[src/dual_kernel_conv3x3_clamp_top_defines.svh]
// Assertion macros for the two-kernel 3x3 filter.
`ifndef DUAL_KERNEL_CONV3X3_CLAMP_TOP_DEFINES_SVH
`define DUAL_KERNEL_CONV3X3_CLAMP_TOP_DEFINES_SVH
`ifndef SYNTHESIS
`define DKC_ASSERT_IMP(label, ante, cons) \
    label: assert property (@(posedge clk) disable iff (!rst_n) (ante) |-> (cons)) \
        else $error("dkc assertion failed");
`define DKC_ASSERT_NXT(label, ante, cons) \
    label: assert property (@(posedge clk) disable iff (!rst_n) (ante) |=> (cons)) \
        else $error("dkc assertion failed");
`else
`define DKC_ASSERT_IMP(label, ante, cons)
`define DKC_ASSERT_NXT(label, ante, cons)
`endif
`endif

[src/dkc_pkg.sv]
package dkc_pkg;

    localparam int MAX_SIZE = 1024;
    localparam int MIN_SIZE = 2;
    localparam int IMG_W = 11;
    localparam int SIZE_W = ($clog2(MAX_SIZE + 1) > IMG_W) ? $clog2(MAX_SIZE + 1) : IMG_W;
    localparam int ADDR_W = $clog2(MAX_SIZE);
    localparam int PIX_W = 8;
    localparam int KC_W = 8;
    localparam int ROW_W = 3 * KC_W;
    localparam int COEF_W = KC_W + 1;
    localparam int PROD_W = COEF_W + PIX_W + 1;
    localparam int SUM_W = PROD_W + 4;
    localparam int REG_COUNT = 7;
    localparam int IDX_W = $clog2(REG_COUNT);
    localparam int OUTQ_PTR_W = 4;
    localparam int OUTQ_DEPTH = 1 << OUTQ_PTR_W;

    localparam logic CMD_PIXEL = 1'b0;
    localparam logic CMD_DRAIN = 1'b1;

    localparam logic [IDX_W-1:0] REG_IMAGE_SIZE = IDX_W'(0);
    localparam logic [IDX_W-1:0] REG_K1_TOP = IDX_W'(1);
    localparam logic [IDX_W-1:0] REG_K1_MIDDLE = IDX_W'(2);
    localparam logic [IDX_W-1:0] REG_K1_BOTTOM = IDX_W'(3);
    localparam logic [IDX_W-1:0] REG_K2_TOP = IDX_W'(4);
    localparam logic [IDX_W-1:0] REG_K2_MIDDLE = IDX_W'(5);
    localparam logic [IDX_W-1:0] REG_K2_BOTTOM = IDX_W'(6);

    localparam logic [IMG_W-1:0] IMAGE_SIZE_RESET = 11'd1024;
    localparam logic [PIX_W-1:0] PIX_MAX = 8'd255;

    typedef logic [PIX_W-1:0] pix_t;
    // Index 0 is the top row, 2 the bottom row.
    typedef pix_t [2:0] column_t;
    // Index 0 is the left column, 2 the right column.
    typedef column_t [2:0] window_t;
    typedef logic [2:0][2:0][COEF_W-1:0] coefs_t;

    typedef struct packed {
        logic    valid;
        logic    two;
        logic    eoi;
        window_t first;
        window_t second;
    } req_t;

    typedef struct packed {
        logic              valid;
        logic              two;
        logic              eoi;
        logic [SUM_W-1:0]  sum0;
        logic [SUM_W-1:0]  sum1;
    } acc_t;

    typedef struct packed {
        logic p_valid;
        logic s_valid;
    } mac_busy_t;

    function automatic logic [SIZE_W-1:0] eff_size(input logic [IMG_W-1:0] size);
        logic [SIZE_W-1:0] n;
        n = SIZE_W'(size);
        if (n < SIZE_W'(MIN_SIZE))
        begin
            n = SIZE_W'(MIN_SIZE);
        end
        else if (n > SIZE_W'(MAX_SIZE))
        begin
            n = SIZE_W'(MAX_SIZE);
        end
        return n;
    endfunction

    function automatic logic [ADDR_W-1:0] clamp_addr(input logic [SIZE_W-1:0] v);
        return (v >= SIZE_W'(MAX_SIZE)) ? ADDR_W'(MAX_SIZE - 1) : v[ADDR_W-1:0];
    endfunction

endpackage

[src/dkc_mac.sv]
module dkc_mac (
    input  logic                clk,
    input  logic                rst_n,
    input  dkc_pkg::req_t       req,
    input  dkc_pkg::coefs_t     coefs,
    output dkc_pkg::acc_t       acc,
    output dkc_pkg::mac_busy_t  busy
);
    import dkc_pkg::*;

    logic signed [PROD_W-1:0] prod0_next [3][3];
    logic signed [PROD_W-1:0] prod1_next [3][3];
    logic signed [PROD_W-1:0] prod0_reg [3][3];
    logic signed [PROD_W-1:0] prod1_reg [3][3];
    logic                     p_valid_reg, p_two_reg, p_eoi_reg;

    logic signed [SUM_W-1:0]  row0 [3];
    logic signed [SUM_W-1:0]  row1 [3];
    logic signed [SUM_W-1:0]  sum0_next, sum1_next, sum0_reg, sum1_reg;
    logic                     s_valid_reg, s_two_reg, s_eoi_reg;

    always_comb
    begin
        for (int i = 0; i < 3; i++)
        begin
            for (int j = 0; j < 3; j++)
            begin
                prod0_next[i][j] = $signed(coefs[i][j]) * $signed({1'b0, req.first[j][i]});
                prod1_next[i][j] = $signed(coefs[i][j]) * $signed({1'b0, req.second[j][i]});
            end
        end
    end

    always_comb
    begin
        for (int i = 0; i < 3; i++)
        begin
            row0[i] = SUM_W'(prod0_reg[i][0]) + SUM_W'(prod0_reg[i][1])
                    + SUM_W'(prod0_reg[i][2]);
            row1[i] = SUM_W'(prod1_reg[i][0]) + SUM_W'(prod1_reg[i][1])
                    + SUM_W'(prod1_reg[i][2]);
        end
        sum0_next = row0[0] + row0[1] + row0[2];
        sum1_next = row1[0] + row1[1] + row1[2];
    end

    always_ff @(posedge clk or negedge rst_n)
    begin
        if (!rst_n)
        begin
            p_valid_reg <= 1'b0;
            s_valid_reg <= 1'b0;
        end
        else
        begin
            p_valid_reg <= req.valid;
            s_valid_reg <= p_valid_reg;
        end
    end

    always_ff @(posedge clk)
    begin
        prod0_reg <= prod0_next;
        prod1_reg <= prod1_next;
        p_two_reg <= req.two;
        p_eoi_reg <= req.eoi;
        sum0_reg <= sum0_next;
        sum1_reg <= sum1_next;
        s_two_reg <= p_two_reg;
        s_eoi_reg <= p_eoi_reg;
    end

    always_comb
    begin
        acc.valid = s_valid_reg;
        acc.two = s_two_reg;
        acc.eoi = s_eoi_reg;
        acc.sum0 = sum0_reg;
        acc.sum1 = sum1_reg;
        busy.p_valid = p_valid_reg;
        busy.s_valid = s_valid_reg;
    end

endmodule

[config.mk]
export PLATFORM = sky130hd
export DESIGN_NAME = dkc_mac
export DESIGN_NICKNAME = d
export VERILOG_FILES = /design/src/dual_kernel_conv3x3_clamp_top_defines.svh /design/src/dkc_pkg.sv /design/src/dkc_mac.sv
export SDC_FILE = /design/constraint.sdc
export NUM_CORES = 2
export LEC_CHECK = 0
export BUFFER_PORTS_ARGS = -buffer_cell sky130_fd_sc_hd__clkbuf_2
export CORE_ASPECT_RATIO = 1.4
export CORE_MARGIN = 4
export CORE_UTILIZATION = 67
export DETAILED_ROUTE_END_ITERATION = 6
export PLACE_DENSITY = 0.92
export SLEW_MARGIN = 25
export SYNTH_ARGS = -nofsm -noshare
export SYNTH_HDL_FRONTEND = slang
export SYNTH_SLANG_ARGS = --single-unit
[constraint.sdc]
create_clock -name clk -period 11.5 [get_ports clk]
set_input_delay 1.15 -clock clk [delete_from_list [all_inputs] [get_ports clk]]
set_output_delay 1.15 -clock clk [all_outputs]
set_load 0.02 [all_outputs]
**Word-level counts from Yosys, hierarchy flattened**

Index checks and enable logic that the tools add are counted.

- Register bits after elaboration: 374
- Input port bits: 230
- Output and inout port bits: 49
- Word-level logic and storage cells: 60

- Add/subtract/negate cells: 16
- Multiply operators: 18

Operators by type and width:

| kind | number |
|---|---|
| 9-bit by 9-bit multiplier with 18-bit output | 18 |
| 19-bit by 18-bit adder with 20-bit output | 6 |
| 18-bit by 18-bit adder with 19-bit output | 6 |
| 21-bit by 20-bit adder with 22-bit output | 2 |
| 20-bit by 20-bit adder with 21-bit output | 2 |

**Longest topological paths before layout**

- Word-level depth: 4
- Depth in mapped cells: 19
- Gate-level depth less buffers: 18

**Worst setup path before layout**

Ideal clock, no wire load.

- Kind: in2reg
- Start: input port coefs[53] in the netlist's numbering
- End: register prod1_reg[71] in the netlist's numbering
- Setup time: 0.126 ns
- Arrival: 5.290 ns
- Required time: 11.374 ns
- Path slack: 6.084 ns
- Stages on the path: 16
- Path buffers: 1
- Path through: clkbuf_1 -> nand2_1 -> inv_1 -> fa_1 -> inv_1 -> fa_1 -> inv_1 -> fa_1 -> fa_1 -> ha_1 -> a2111oi_4 -> o21ai_0 -> a311oi_1 -> nor2_1 -> o41ai_2 -> xnor2_1

RTL lines:

| element | RTL line | text |
|---|---|---|
| start, declared | dkc_mac.sv:5 | `input dkc_pkg::coefs_t coefs,` |
| end signal, assigned | dkc_mac.sv:64 | `prod1_reg <= prod1_next;` |
| end, declared | dkc_mac.sv:14 | `logic signed [PROD_W-1:0] prod1_reg [3][3];` |

**Worst setup path after layout**

- Start: register prod0_reg[57] in the netlist's numbering
- End: register sum0_reg[20]

- Longest elaborated chain between the ends: 3

RTL lines:

| element | RTL line | text |
|---|---|---|
| start, declared | dkc_mac.sv:13 | `logic signed [PROD_W-1:0] prod0_reg [3][3];` |
| start signal, assigned | dkc_mac.sv:63 | `prod0_reg <= prod0_next;` |
| 19-bit by 18-bit adder with 20-bit output | dkc_mac.sv:39 | `+ SUM_W'(prod0_reg[i][2]);` |
| 20-bit by 20-bit adder with 21-bit output | dkc_mac.sv:43 | `sum0_next = row0[0] + row0[1] + row0[2];` |
| 21-bit by 20-bit adder with 22-bit output | dkc_mac.sv:43 |  |
| via sum0_next[20] | dkc_mac.sv:19 | `logic signed [SUM_W-1:0] sum0_next, sum1_next, sum0_reg, sum1_reg;` |
| end signal, assigned | dkc_mac.sv:67 | `sum0_reg <= sum0_next;` |
| end, declared | dkc_mac.sv:19 |  |

The timed path passes the listed nets, and every way through them passes these cells.

==> tab_implementation.tex <==
\begin{tabular}{lr}
\hline
Metric & Value \\
\hline
\multicolumn{2}{l}{\textbf{Run status}} \\
\quad Outcome & finished, violations left \\
\quad Failing checks & DRC \\
\multicolumn{2}{l}{\textbf{Detailed routing}} \\
\quad Initial detailed-routing violation count & 3537 \\
\quad Wire length reported by the detailed router & 179 mm \\
\quad Post-route DRC violation count & 2 \\
\quad Ratio of routed vias to standard cells & 5.66 \\
\quad 1st-pass router iterations & 7 \\
\quad Total number of vias & 50900 \\
\quad Avg WL per Cell & 19.9 um \\
\quad Antenna violation net count after detailed routing & 0 \\
\multicolumn{2}{l}{\textbf{Floorplan}} \\
\quad Initial standard-cell utilization of the core & 67.6\% \\
\quad Die Outline Area & 106000 sq um \\
\quad Floorplan die height & 384 um \\
\quad Floorplan row count & about 140 \\
\quad Horizontal die dimension & $\sim$280 um \\
\quad Placeable core area & 99800 sq um \\
\quad Count of boundary I/O pins & between 200 and 300 \\
\multicolumn{2}{l}{\textbf{Hold path}} \\
\quad HP Class & register to register \\
\multicolumn{2}{l}{\textbf{Flow run}} \\
\quad \# Max-Cap Violations & 0 \\
\multicolumn{2}{l}{\textbf{Layout}} \\
\quad Layout filler cell count & 6711 \\
\quad Number of nets in the finished design & 9889 \\
\quad Ratio of cells with drive above 1 in the final layout & 4.89\% \\
\quad Area of the multi-input gates & 50900 sq um \\
\quad Area taken by flip-flops and latches & roughly 7500 sq um \\
\quad Area growth from synthesis to layout & 5.77\% \\
\quad Top library cells by usage in the layout, fill and taps aside & 2245 x inv\_1, 1338 x fa\_1, 703 x nand2\_1 \\
\quad Commonest non-fill, non-tap cell in the layout & inv\_1 \\
\multicolumn{2}{l}{\textbf{Clocking}} \\
\quad Clock root buffer & clkbuf\_16 \\
\quad CTS tree & built \\
\quad Clock Pin Slew Worst Setup and Hold Paths & 70 ps \\
\quad TritonCTS buffer count & 42 \\
\quad Number of H-tree branching levels & 2 \\
\quad Hold buffer count at CTS & 0 \\
\quad \# Post-CTS Setup Buffers & 0 \\
\quad Quantity of gates resized following cts & 0 \\
\quad Latest clock arrival within the worst-skew pair & $\sim$600 ps \\
\quad Max Root-Sink Buffers & 3 \\
\quad Clock Sink Count & 374 \\
\multicolumn{2}{l}{\textbf{Timing}} \\
\quad Setup clock skew after layout & 28.0 ps \\
\quad Fraction of the cycle the final worst path needs & 47.1\% \\
\quad Setup repair after global routing missed its margin & false \\
\quad Count of final hold-check violations & 0 \\
\quad Count of pins over their slew limit & 0 \\
\quad Final Critical Period & approximately 5400 ps \\
\quad Tightest Pin Transition & between 800 and 900 ps \\
\quad Relative max-transition margin & a little over two fifths \\
\quad Total negative slack for setup checks & 0 ps \\
\quad Count of endpoints failing setup in the final report & 0 \\
\quad Max Fclk & 185 MHz \\
\multicolumn{2}{l}{\textbf{Setup path}} \\
\quad Startpoint of the lowest-slack register-to-register path & prod0\_reg[57]\$\_DFF\_P\_ \\
\quad Max FO, Critical Path & 3 \\
\quad R2r worst-path depth & 12 \\
\quad Worst r2r dst & sum0\_reg[20]\$\_DFF\_P\_ \\
\quad CP Capture Type & register \\
\quad Element type at the critical path start & register \\
\quad Startpoint-to-endpoint class of the critical path & register to register \\
\quad Worst setup startpoint & prod0\_reg[57]\$\_DFF\_P\_ \\
\quad Required time of the critical path & approximately 12000 ps \\
\quad Reg-to-reg slack, setup & 6090 ps \\
\quad Critical Path End & sum0\_reg[20]\$\_DFF\_P\_ \\
\quad Signal arrival time at the worst endpoint & 5810 ps \\
\multicolumn{2}{l}{\textbf{Synthesis}} \\
\quad Most instantiated flip-flop cell in the synthesis netlist & dfxtp\_1 \\
\quad Number of enable-type register cells in the synthesized netlist & 0 \\
\quad Net count after synthesis & 9735 \\
\quad Synthesized instance count & 7475 \\
\quad Share of flip-flops with an asynchronous set or reset after synthesis & less than 1\% \\
\quad Total of flip-flops plus latches after synthesis & 374 \\
\quad Synth warn & 0 \\
\quad Average instance area after synthesis & 9.03 sq um \\
\quad Fraction of the yosys area taken by sequential cells & between 10 and 15\% \\
\quad Number of unique standard cell types used by synthesis & 78 \\
\quad Post-synthesis instance area & 67500 sq um \\
\multicolumn{2}{l}{\textbf{Global routing}} \\
\quad GRT overflow & 0 \\
\quad Maximum number of pins on one net before global-route repair & 17 \\
\quad Overall fraction of global-route tracks in use & 34.6\% \\
\quad Via count of the first global-routing pass & 57200 \\
\quad First-pass GRT wire length & 290 mm \\
\quad Number of antenna violations at the first check in global routing & 15 \\
\multicolumn{2}{l}{\textbf{Place}} \\
\quad Routability Congestion & around 1.0 \\
\quad Post-detail-place hpwl & 149 mm \\
\quad Port bufs & between 200 and 300 \\
\hline
\end{tabular}
final cells by class:
class	count	share of cell area (%)
Timing Repair Buffer	278	1.95
Multi-Input combinational cell	4688	71.3
Tap cell	1320	2.31
Sequential cell	374	10.5
Inverter	2245	11.8
Antenna cell	11	0.0386
Clock inverter	28	0.531
Clock buffer	49	1.55
worst min path at each step:
stage	slack, ps	startpoint	endpoint	cells after the start
6_report	330	p_two_reg$_DFF_P_	s_two_reg$_DFF_P_	0
3_3_place_gp	310	p_two_reg$_DFF_P_	s_two_reg$_DFF_P_	0
4_1_cts	330	rst_n	s_valid_reg$_DFF_PN0_	1
5_1_grt	340	rst_n	s_valid_reg$_DFF_PN0_	1
2_1_floorplan	310	p_eoi_reg$_DFF_P_	s_eoi_reg$_DFF_P_	0
3_5_place_dp	320	p_two_reg$_DFF_P_	s_two_reg$_DFF_P_	0
per-stage QoR:
step	setup WS [ps]	std cells	hold WS, ps	area, sq um	utilization (%)
after floorplan	6080	7475	310	67500	-
after global placement	5790	8905	310	69900	70.0
after detailed placement	5590	8905	323	69900	70.0
after CTS	6010	8982	327	71400	71.5
after global routing	5890	8986	338	71400	71.5
final	6090	8993	332	71400	71.5
logic make-up (layout without fill, tap and decap cells):
family / count (synthesis) / count (layout) / share of synthesized area (%)
buffers and inverters: 2413 / 2600 / 13.5
other: 0 / 11 / 0
adders and majority gates: 2030 / 2030 / 52.5
AOI/OAI and AO/OA: 548 / 548 / 5.47
and+or+nand+nor: 1816 / 1816 / 13.6
xor gates and xnor gates: 288 / 288 / 3.74
muxes: 6 / 6 / 0.0890
DFF: 374 / 374 / 11.1
synth_stat cells (5+ instances only):
library cell,count,share of area [%]
a21o_1,60,0.67
mux2i_1,6,0.089
o21ai_1,6,0.044
o21ai_0,94,0.70
nor4_1,11,0.10
nor2_1,146,0.81
nand4_1,10,0.093
nand2_1,703,3.9
a221oi_1,6,0.078
or2_2,5,0.046
nand2b_1,44,0.41
a211oi_1,18,0.20
a21boi_0,19,0.21
inv_1,2245,12
or4_1,5,0.056
o211ai_1,14,0.16
and2_1,702,6.5
nand3_1,40,0.30
buf_4,6,0.067
a311o_1,9,0.13
dfxtp_1,372,11
ha_1,692,13
o211a_1,5,0.074
xor2_1,51,0.66
a2111o_1,7,0.12
o31a_1,5,0.065
and3_1,22,0.20
xnor2_1,237,3.1
o21bai_1,16,0.18
or3_1,18,0.17
a31oi_1,15,0.14
a311oi_1,10,0.13
fa_1,1338,40
clkbuf_1,154,0.86
o2111a_1,6,0.10
nor2b_1,34,0.32
nor3b_1,6,0.067
nand3b_1,12,0.13
o21a_1,38,0.42
nor3_1,49,0.36
a21oi_1,168,1.2
critical path, cell delays in order (launching register included):
cell and delay, ps:
dfxtp_1 410, inv_1 170, fa_1 690, fa_1 730
fa_1 480, fa_1 500, fa_1 430, nor2b_1 190
o31a_1 250, o32ai_2 160, o211ai_1 280, a21oi_1 180
o311ai_1 770
metal layers:
metal / vias to the layer above / track usage, % / wire (um)
li1: 22100 / - / -
met1: 25300 / 36.4 / 57500
met2: 2481 / 61.2 / 89900
met3: 982 / 5.81 / 13100
met4: 12 / 28.2 / 18800
met5: - / 0 / 84
Power is left out: the tool's default activity adds up to more than one toggle a clock period on the data nets, which glitch-free logic cannot reach.
