## config.mk

```make
export PLATFORM = sky130hd
export DESIGN_NAME = dkc_outq
export DESIGN_NICKNAME = d
export VERILOG_FILES = /design/src/dual_kernel_conv3x3_clamp_top_defines.svh /design/src/dkc_pkg.sv /design/src/dkc_outq.sv
export SDC_FILE = /design/constraint.sdc
export NUM_CORES = 1
export LEC_CHECK = 0
export BUFFER_PORTS_ARGS = -buffer_cell sky130_fd_sc_hd__buf_2
export CORE_MARGIN = 4
export CORE_UTILIZATION = 54
export DETAILED_ROUTE_END_ITERATION = 10
export MAX_ROUTING_LAYER = met4
export PLACE_DENSITY_LB_ADDON = 0.1
export SYNTH_ARGS = -nofsm -noshare
export SYNTH_HDL_FRONTEND = slang
export SYNTH_SLANG_ARGS = --single-unit
```

## constraint.sdc

```tcl
create_clock -name clk -period 7.3 [get_ports clk]
set_input_delay 1.46 -clock clk [delete_from_list [all_inputs] [get_ports clk]]
set_output_delay 1.46 -clock clk [all_outputs]
set_load 0.05 [all_outputs]
```

## src/dual_kernel_conv3x3_clamp_top_defines.svh

```systemverilog
// Assertion macros for the two-kernel 3x3 filter.
`ifndef DUAL_KERNEL_CONV3X3_CLAMP_TOP_DEFINES_SVH
`define DUAL_KERNEL_CONV3X3_CLAMP_TOP_DEFINES_SVH
`ifndef SYNTHESIS
`define DKC_ASSERT_IMP(label, ante, cons) \
    label: assert property (@(posedge clk) disable iff (!rst_n) (ante) |-> (cons)) \
        else $error("dkc assertion failed");
`define DKC_ASSERT_NXT(label, ante, cons) \
    label: assert property (@(posedge clk) disable iff (!rst_n) (ante) |=> (cons)) \
        else $error("dkc assertion failed");
`else
`define DKC_ASSERT_IMP(label, ante, cons)
`define DKC_ASSERT_NXT(label, ante, cons)
`endif
`endif

```

## src/dkc_pkg.sv

```systemverilog
package dkc_pkg;

    localparam int MAX_SIZE = 1024;
    localparam int MIN_SIZE = 2;
    localparam int IMG_W = 11;
    localparam int SIZE_W = ($clog2(MAX_SIZE + 1) > IMG_W) ? $clog2(MAX_SIZE + 1) : IMG_W;
    localparam int ADDR_W = $clog2(MAX_SIZE);
    localparam int PIX_W = 8;
    localparam int KC_W = 8;
    localparam int ROW_W = 3 * KC_W;
    localparam int COEF_W = KC_W + 1;
    localparam int PROD_W = COEF_W + PIX_W + 1;
    localparam int SUM_W = PROD_W + 4;
    localparam int REG_COUNT = 7;
    localparam int IDX_W = $clog2(REG_COUNT);
    localparam int OUTQ_PTR_W = 4;
    localparam int OUTQ_DEPTH = 1 << OUTQ_PTR_W;

    localparam logic CMD_PIXEL = 1'b0;
    localparam logic CMD_DRAIN = 1'b1;

    localparam logic [IDX_W-1:0] REG_IMAGE_SIZE = IDX_W'(0);
    localparam logic [IDX_W-1:0] REG_K1_TOP = IDX_W'(1);
    localparam logic [IDX_W-1:0] REG_K1_MIDDLE = IDX_W'(2);
    localparam logic [IDX_W-1:0] REG_K1_BOTTOM = IDX_W'(3);
    localparam logic [IDX_W-1:0] REG_K2_TOP = IDX_W'(4);
    localparam logic [IDX_W-1:0] REG_K2_MIDDLE = IDX_W'(5);
    localparam logic [IDX_W-1:0] REG_K2_BOTTOM = IDX_W'(6);

    localparam logic [IMG_W-1:0] IMAGE_SIZE_RESET = 11'd1024;
    localparam logic [PIX_W-1:0] PIX_MAX = 8'd255;

    typedef logic [PIX_W-1:0] pix_t;
    // Index 0 is the top row, 2 the bottom row.
    typedef pix_t [2:0] column_t;
    // Index 0 is the left column, 2 the right column.
    typedef column_t [2:0] window_t;
    typedef logic [2:0][2:0][COEF_W-1:0] coefs_t;

    typedef struct packed {
        logic    valid;
        logic    two;
        logic    eoi;
        window_t first;
        window_t second;
    } req_t;

    typedef struct packed {
        logic              valid;
        logic              two;
        logic              eoi;
        logic [SUM_W-1:0]  sum0;
        logic [SUM_W-1:0]  sum1;
    } acc_t;

    typedef struct packed {
        logic p_valid;
        logic s_valid;
    } mac_busy_t;

    function automatic logic [SIZE_W-1:0] eff_size(input logic [IMG_W-1:0] size);
        logic [SIZE_W-1:0] n;
        n = SIZE_W'(size);
        if (n < SIZE_W'(MIN_SIZE))
        begin
            n = SIZE_W'(MIN_SIZE);
        end
        else if (n > SIZE_W'(MAX_SIZE))
        begin
            n = SIZE_W'(MAX_SIZE);
        end
        return n;
    endfunction

    function automatic logic [ADDR_W-1:0] clamp_addr(input logic [SIZE_W-1:0] v);
        return (v >= SIZE_W'(MAX_SIZE)) ? ADDR_W'(MAX_SIZE - 1) : v[ADDR_W-1:0];
    endfunction

endpackage

```

## src/dkc_outq.sv

```systemverilog
module dkc_outq (
    input  logic                          clk,
    input  logic                          rst_n,
    input  dkc_pkg::acc_t                 acc,
    input  logic                          result_stall,
    output logic                          result_valid,
    output dkc_pkg::pix_t                 pixel_out,
    output logic                          last_of_item,
    output logic                          end_of_image,
    output logic [dkc_pkg::OUTQ_PTR_W:0]  count
);
    import dkc_pkg::*;

    typedef struct packed {
        pix_t pix;
        logic last;
        logic eoi;
    } entry_t;

    entry_t                mem_reg [OUTQ_DEPTH];
    logic [OUTQ_PTR_W-1:0] wr_ptr_reg, rd_ptr_reg;
    logic [OUTQ_PTR_W:0]   count_reg;
    logic [1:0]            push_n;
    logic                  pop;
    entry_t                first_entry, second_entry, head;

    function automatic pix_t clamp_abs(input logic [SUM_W-1:0] s);
        logic [SUM_W-1:0] mag;
        mag = s[SUM_W-1] ? (~s + SUM_W'(1)) : s;
        return (mag > SUM_W'(PIX_MAX)) ? PIX_MAX : mag[PIX_W-1:0];
    endfunction

    always_comb
    begin
        first_entry.pix = clamp_abs(acc.sum0);
        first_entry.last = !acc.two;
        first_entry.eoi = acc.eoi;
        second_entry.pix = clamp_abs(acc.sum1);
        second_entry.last = 1'b1;
        second_entry.eoi = 1'b0;
        push_n = acc.valid ? (acc.two ? 2'd2 : 2'd1) : 2'd0;
        head = mem_reg[rd_ptr_reg];
        result_valid = count_reg != '0;
        pop = result_valid && !result_stall;
        pixel_out = head.pix;
        last_of_item = head.last;
        end_of_image = head.eoi;
        count = count_reg;
    end

    always_ff @(posedge clk or negedge rst_n)
    begin
        if (!rst_n)
        begin
            wr_ptr_reg <= '0;
            rd_ptr_reg <= '0;
            count_reg <= '0;
        end
        else
        begin
            wr_ptr_reg <= wr_ptr_reg + OUTQ_PTR_W'(push_n);
            rd_ptr_reg <= rd_ptr_reg + OUTQ_PTR_W'(pop);
            count_reg <= count_reg + (OUTQ_PTR_W + 1)'(push_n) - (OUTQ_PTR_W + 1)'(pop);
        end
    end

    always_ff @(posedge clk)
    begin
        if (acc.valid)
        begin
            mem_reg[wr_ptr_reg] <= first_entry;
        end
        if (acc.valid && acc.two)
        begin
            mem_reg[wr_ptr_reg + OUTQ_PTR_W'(1)] <= second_entry;
        end
    end

endmodule

```

Word-level counts from Yosys, hierarchy flattened:

Memory sizes are Yosys's and may differ from the RTL's.
Cells that the tools add are included.

* bits in registers: 13
* RAM bits: 160
* input port bits: 50
* memories kept: 1

Memories
* mem_reg: depth 16, bits a word 10, rd ports 1, clocked after memory_dff 0, wr ports 2, line dkc_outq.sv:20 `entry_t mem_reg [OUTQ_DEPTH];`

* add/subtract/negate cells: 7
* magnitude comparators: 2
* muxes and demuxes: 10
* bitwise operators: 2
* reductions and logical operators: 5

Operators with widths (count)
* $add A22 B1 Y22 const B: 2
* $gt A22 B8 Y1 const B: 2
* $mux W22: 2
* $not A22 Y22: 2
* $mux W8: 2
* $add A5 B2 Y5: 1
* $reduce_bool A5 Y1: 1
* $sub A5 B1 Y5: 1
* $add A4 B1 Y4: 1
* $add A4 B1 Y4 const B: 1
* $add A4 B2 Y4: 1
* $mux W1: 4
* $mux W2: 2
* $logic_and A1 B1 Y1: 2
* $logic_not A1 Y1: 2

Logic depth before layout (Yosys ltp):

Gate-level depths: netlist (run 1).

* word-level depth: 5
* gate-level depth with buffers: 13
* gate-level depth less buffers: 13

Worst setup path after synthesis (run 1):

OpenSTA, ideal clock, no wires.

* path kind: in2reg
* start point: in acc[26] (netlist bit)
* end point: mem mem_reg[14][8] (netlist bit), data pin
* arrival: 4041 ps
* data required time: 7025 ps
* slack: 2984 ps
* cell stages on the path: 9
* buffers on the path: 2
* cells stage by stage: or4_1 buf_2 or4_4 o311ai_2 and4_1 nand4_4 nor3_4 buf_6 o22ai_2

RTL lines
* from (decl): line dkc_outq.sv:4 `input dkc_pkg::acc_t acc,`
* to (decl): line dkc_outq.sv:20

==> results.cfg, run 1 <==
[run_status]
status = complete, no violations

[routing]
topRoutingLayerUsed = met4
routed_via_density = 6.86
wire_per_inst_microns = 24.1
via_count = 7520
met2_length_microns = 12800
drt-pass1-iter-count = 6
drc = 0
met1Wirelength_microns = 10400
drtIter0Drc = 1032
ant_nets = 0
wl_microns = 26500
dr_wl_met3_microns = 2640

[sta]
tightestPinTransition_ns = 1.28
min_period_over_period_pct = 64.3
min_period_ns = 4.69
maxSlewHeadroom_pct = 14.3
finalSetupViolCount = 0
rsz0062_at_grt = no
finClkSkew_ns = 0.00859
fmax_mhz = 213
final_hold_viol_count = 0
drv_slew = 0
fin_setup_tns_ns = 0

[placed_design]
portBuffers = 65
dpl_cell_area_sq_um = 9840
hpwl_microns = 17600
place_congestion = 0.971
dp.cells = 1063

[layout]
drive_above_1_share_pct = 19.9
fill_cells = 1388
largest_reg_flops = 160
final_area_sq_um = 10400
final_nets = 922
area_growth_pct = 9.55
fin_cells = 1096

[global_route]
grt_first_pass_wirelength_microns = 40800
grt_max_degree = 39
antenna_found_initial = 1
grt_pass1_vias = 7180
grt_overflow_total = 0
grt.total_usage_pct = 27.3

[logic_synthesis]
syn_inst = 844
synth_simple_gate_area_share_pct = 13.0
synthFlopType = edfxtp_1
synth-compound-area-share_pct = 18.4
synth-edff-count = 128
synth_xor_area_share_pct = 1.93
synth_top_family_by_area = compound AO/OA/AOI/OAI gates
yosysSeqAreaShare_pct = 50.4
yosys_warnings = 0
synth_mux_area_share_pct = 9.43
async_flop_share_pct = 7.51
syn_area_sq_um = 9540
synth-seq-cells = 173
synth_cell_types = 69
avgSynthCellArea_sq_um = 11.3
post_synth_fa_ha_maj_area_fraction_pct = 2.13
syn_nets = 909

[floorplanning]
core_area_sq_um = 17300
rows = 48
die_h_microns = 141
dieArea_sq_um = 19800
start_util_pct = 55.1
io_pins = 66
dieWidth_microns = 141

[run]
cap_violations = 0

[power_and_ir_drop]
power.density_nw_per_um2 = 385
power.share.combinational_pct = 39.9
power_switching_share_pct = 40.3
cellLeakagePower_nw = 3.98
vdd_drop_max_uv = 329
p_int_mw = 2.40
p_sw_mw = 1.62
pwr-share-clk_pct = 22.8
p_seq_share_pct = 37.3

[cts]
clkTransAtPathRegs_ns = 0.06
cts_resized = 0
clockRootBuffer = clkbuf_16
clock-sinks = 173
clockBufferDepth = 2
insertion_delay_ns = 0.43
ctsHoldBuffers = 0
cts_buffers = 17
post_cts_buffers = 0
cts_tree = built
h-tree-depth = 4

[critical_path]
crit_required_ns = 7.43
crit_arrival_ns = 4.82
cp_max_fo = 16
end_kind = flop
critPathLaunchType = input port
worstSetupPathType = input port to flop

[min_path]
hp-class = flop to flop
synth_stat cells (all sizes together), types with 2 or more instances:
cell	count	share of area [%]
o22ai	132	9.3
edfxtp	128	40
nand2	74	2.9
clkbuf	55	2.2
o21ai	40	2.1
mux2i	37	3.9
nand3	34	1.8
dfxtp	32	6.7
inv	24	0.94
buf	23	1.6
nor3	21	2.4
mux4	20	4.7
nor2	19	0.75
xnor2	19	1.7
a21oi	18	0.94
o21a	18	1.4
dfrtp	13	3.4
ha	13	1.7
a221oi	11	1.0
a22oi	11	0.87
nor4	10	0.72
or4	10	0.94
nand4	8	0.84
mux2	7	0.83
nor2b	7	0.46
or3	6	0.39
nand2b	4	0.26
o21bai	4	0.31
a2111oi	3	0.47
a31oi	3	0.20
and3	3	0.20
nor4b	3	0.28
o311ai	3	0.35
o41ai	3	0.28
or2	3	0.20
a21o	2	0.16
and4	2	0.18
fa	2	0.42
o2bb2ai	2	0.18
or3b	2	0.18
xor2	2	0.18
power groups by stage:
stage | clock network, mW | registers, mW | logic, mW
2_1_floorplan | 0 | 1.46 | 1.20
3_3_place_gp | 0 | 1.50 | 1.56
3_5_place_dp | 0 | 1.52 | 1.59
4_1_cts | 0.916 | 1.50 | 1.60
5_1_grt | 0.957 | 1.52 | 1.72
6_report | 0.916 | 1.50 | 1.61
cell type report:
type / instances / area (sq um) / share of cell area, %
flip-flops and latches: 173 / 4810 / 46.1
multi-input cells: 569 / 4280 / 41.0
clock buffers: 19 / 475 / 4.55
repair buffers: 72 / 378 / 3.62
well taps: 225 / 282 / 2.69
clock inverters: 13 / 125 / 1.20
inverters: 24 / 90.1 / 0.862
diodes: 1 / 2.50 / 0.0240
metal layers:
layer  up-vias  track usage, %
met5         -               -
met4         0            8.67
met3        50            5.63
met2       449            42.6
met1      3677            36.3
li1       3344               -
worst paths after layout:
kind	start	slack, ns	cells past startpoint	end
setup / recovery	acc[22]	2.61	10	mem_reg[2][8]
hold / removal	mem_reg[3][1]	0.46	1	mem_reg[3][1]
setup reg to reg	wr_ptr_reg[0]	4.07	3	mem_reg[7][2]
hold reg to reg	mem_reg[3][1]	0.46	1	mem_reg[3][1]
max in group asynchronous	rst_n	6.12	1	rd_ptr_reg[0]
min in group asynchronous	rst_n	0.91	1	wr_ptr_reg[0]
through the flow:
step / utilization (%) / total power, mW / setup WS [ns] / hold WS, ns
finish: 60.4 / 4.02 / 2.61 / 0.461
global route: 60.4 / 4.20 / 2.40 / 0.492
CTS: 60.4 / 4.01 / 2.65 / 0.463
detailed placement: 56.9 / 3.11 / 2.27 / 0.448
global placement: 56.9 / 3.06 / 2.34 / 0.444
floorplan: - / 2.65 / 2.98 / 0.435
cells by family (layout without fill, tap and decap cells):
family                     after synthesis  in the layout
adders and majority gates               15             15
buffers and inverters                  102            128
DFF                                    173            173
and+or+nand+nor                        211            211
xor gates and xnor gates                21             21
muxes                                   64             64
AOI/OAI and AO/OA                      258            258
other                                    0              1
layout by cell type, fill, tap and decap left out, drive strengths merged, types with 18 or more instances in the layout:
cell type | synthesis | layout
o22ai | 132 | 132
edfxtp | 128 | 128
nand2 | 74 | 74
buf | 23 | 72
o21ai | 40 | 40
mux2i | 37 | 37
nand3 | 34 | 34
dfxtp | 32 | 32
inv | 24 | 29
nor3 | 21 | 21
mux4 | 20 | 20
xnor2 | 19 | 19
nor2 | 19 | 19
clkbuf | 55 | 19
a21oi | 18 | 18
o21a | 18 | 18
critical path, cell delays in order:
cell,delay (ns)
buf_2,0.13
inv_1,0.06
ha_1,0.20
or3b_2,0.47
or4_4,0.53
o311ai_2,0.25
and4_1,0.28
nand4_4,0.28
nor3_4,0.90
o22ai_1,0.25
Power figures use the tool's default switching activity.
==> run 2: changes to the inputs <==
- clock period: 7.3 -> 3.8 ns (I/O delays scaled with it)
==> run 2 against run 1 <==
  * Clock power rose by 98%
  * Non-clock buffer count rose by 57
  * Cell area rose by 6.6%
  * Global-route usage increased by 1.2 points
  * Flip-flop and latch count stayed put
  * Setup slack worse by 2.2 ns
  * Count of clock-buffer cells in the layout is 6 higher
  * Critical path depth shrank 3
==> results.cfg, run 2 (synthesis results as in run 1) <==
[run_status]
status = complete, no violations

[floorplanning]
core_area_sq_um = 17300
rows = 48
die_h_microns = 141
io_pins = 66
dieWidth_microns = 141
start_util_pct = 55.1
dieArea_sq_um = 19800

[sta]
fin_setup_tns_ns = 0
tightestPinTransition_ns = 0.903
fmax_mhz = 291
min_period_ns = 3.43
drv_slew = 0
fin_ws_ns = 0.369
min_period_over_period_pct = 90.3
hold_slack_ns = 0.200
final_hold_viol_count = 0
maxSlewHeadroom_pct = 39.8
finClkSkew_ns = 0.00507
finalSetupViolCount = 0
rsz0062_at_grt = no

[cts]
cts_buffers = 17
clockBufferDepth = 2
clock-sinks = 173
clockRootBuffer = clkbuf_16
clkTransAtPathRegs_ns = 0.06
cts_tree = built
insertion_delay_ns = 0.44
h-tree-depth = 4

[routing]
met1Wirelength_microns = 10600
met2_length_microns = 13200
wire_per_inst_microns = 23.7
drc = 0
routed_via_density = 6.80
drtIter0Drc = 871
wl_microns = 27300
topRoutingLayerUsed = met4
via_count = 7834
ant_nets = 0
dr_wl_met3_microns = 2480
drt-pass1-iter-count = 6

[layout]
final_cell_mix = edfxtp_1, o22ai_1, nand2_1, buf_2, buf_4
final_common_cell = edfxtp_1
fill_cells = 1355
final_area_sq_um = 11100
drive_above_1_share_pct = 24.5
area_growth_pct = 16.8
antennaDiodeCount = 0
fin_cells = 1152
fin_util_pct = 64.4
final_nets = 979
largest_reg_flops = 160

[critical_path]
cpPeakStageDelay_ns = 0.82
cp_max_fo = 31
crit_required_ns = 3.04
path_cells = buf_12 -> mux2_2 -> o21ai_0 -> a21oi_1 -> a22oi_1 -> nand2_1 -> buf_2
crit_family = flip-flops
end_kind = output port
crit_arrival_ns = 2.67
worstSetupPathType = flop to output port
path_buf_inv = 2
slowest_stage = dfrtp_4
critPathLaunchType = flop

[run]
cap_violations = 0

[placed_design]
hpwl_microns = 18400
pre_cts_slack_ns = -0.368
place_congestion = 0.971
dpl_cell_area_sq_um = 10400
dp.cells = 1112
portBuffers = 65

[global_route]
grt_max_degree = 32
grt_overflow_total = 0
antenna_found_initial = 0
grt_pass1_vias = 7652
grt_first_pass_wirelength_microns = 42300
grt.total_usage_pct = 28.5

[power_and_ir_drop]
power_mw = 7.88
cellLeakagePower_nw = 4.32
vdd_drop_max_uv = 642
power.density_nw_per_um2 = 708

[min_path]
hp-class = input port to asynchronous set/reset pin
-- run 2: cell types whose count changed in the layout (fill, tap and decap cells not counted), moves of 2 or more --
cell / change
buf_4: +38
buf_12: +19
clkbuf_8: +4
inv_6: -4
clkinv_2: -2
inv_4: +2
-- run 2: per-layer routing --
metal  track usage, %  vias to the layer above
li1                 -                     3457
met3             5.02                      102
met1             36.5                     3833
met2             45.3                      442
met4             11.6                        0
met5                -                        -
-- run 2: what timing repair did --
item                                    CTS  global route
endpoints found under the setup margin    0           109
gates resized for setup                   0             0
hold endpoints to repair                  0             0
buffers inserted                          0             8
hold buffers                              0             0
-- run 2: final timing paths --
| check | slack (ns) | cells after the start | to | start |
|---|---|---|---|---|
| setup / recovery | 0.37 | 7 | pixel_out[7] | rd_ptr_reg[0] |
| hold / removal | 0.20 | 1 | wr_ptr_reg[3] | rst_n |
| setup reg to reg | 0.92 | 4 | mem_reg[3][9] | wr_ptr_reg[1] |
| hold reg to reg | 0.47 | 1 | mem_reg[4][1] | mem_reg[4][1] |
| max in group asynchronous | 3.34 | 1 | rd_ptr_reg[0] | rst_n |
| min in group clk | 0.47 | 1 | mem_reg[4][1] | mem_reg[4][1] |
-- run 2: area by class of cell --
cell class,instances,area [sq um],area share [%]
Sequential cell,173,4810,43.2
Timing Repair Buffer,129,1040,9.37
Clock inverter,7,68.8,0.618
Inverter,24,90.1,0.809
Clock buffer,25,559,5.02
Multi-Input combinational cell,569,4280,38.4
Tap cell,225,282,2.53
-- run 2: where the power goes --
| part | total (mW) | switching, mW | internal [mW] |
|---|---|---|---|
| Clock | 1.81 | 0.717 | 1.09 |
| Sequential | 2.91 | 0.373 | 2.54 |
| Combinational | 3.16 | 2.01 | 1.15 |
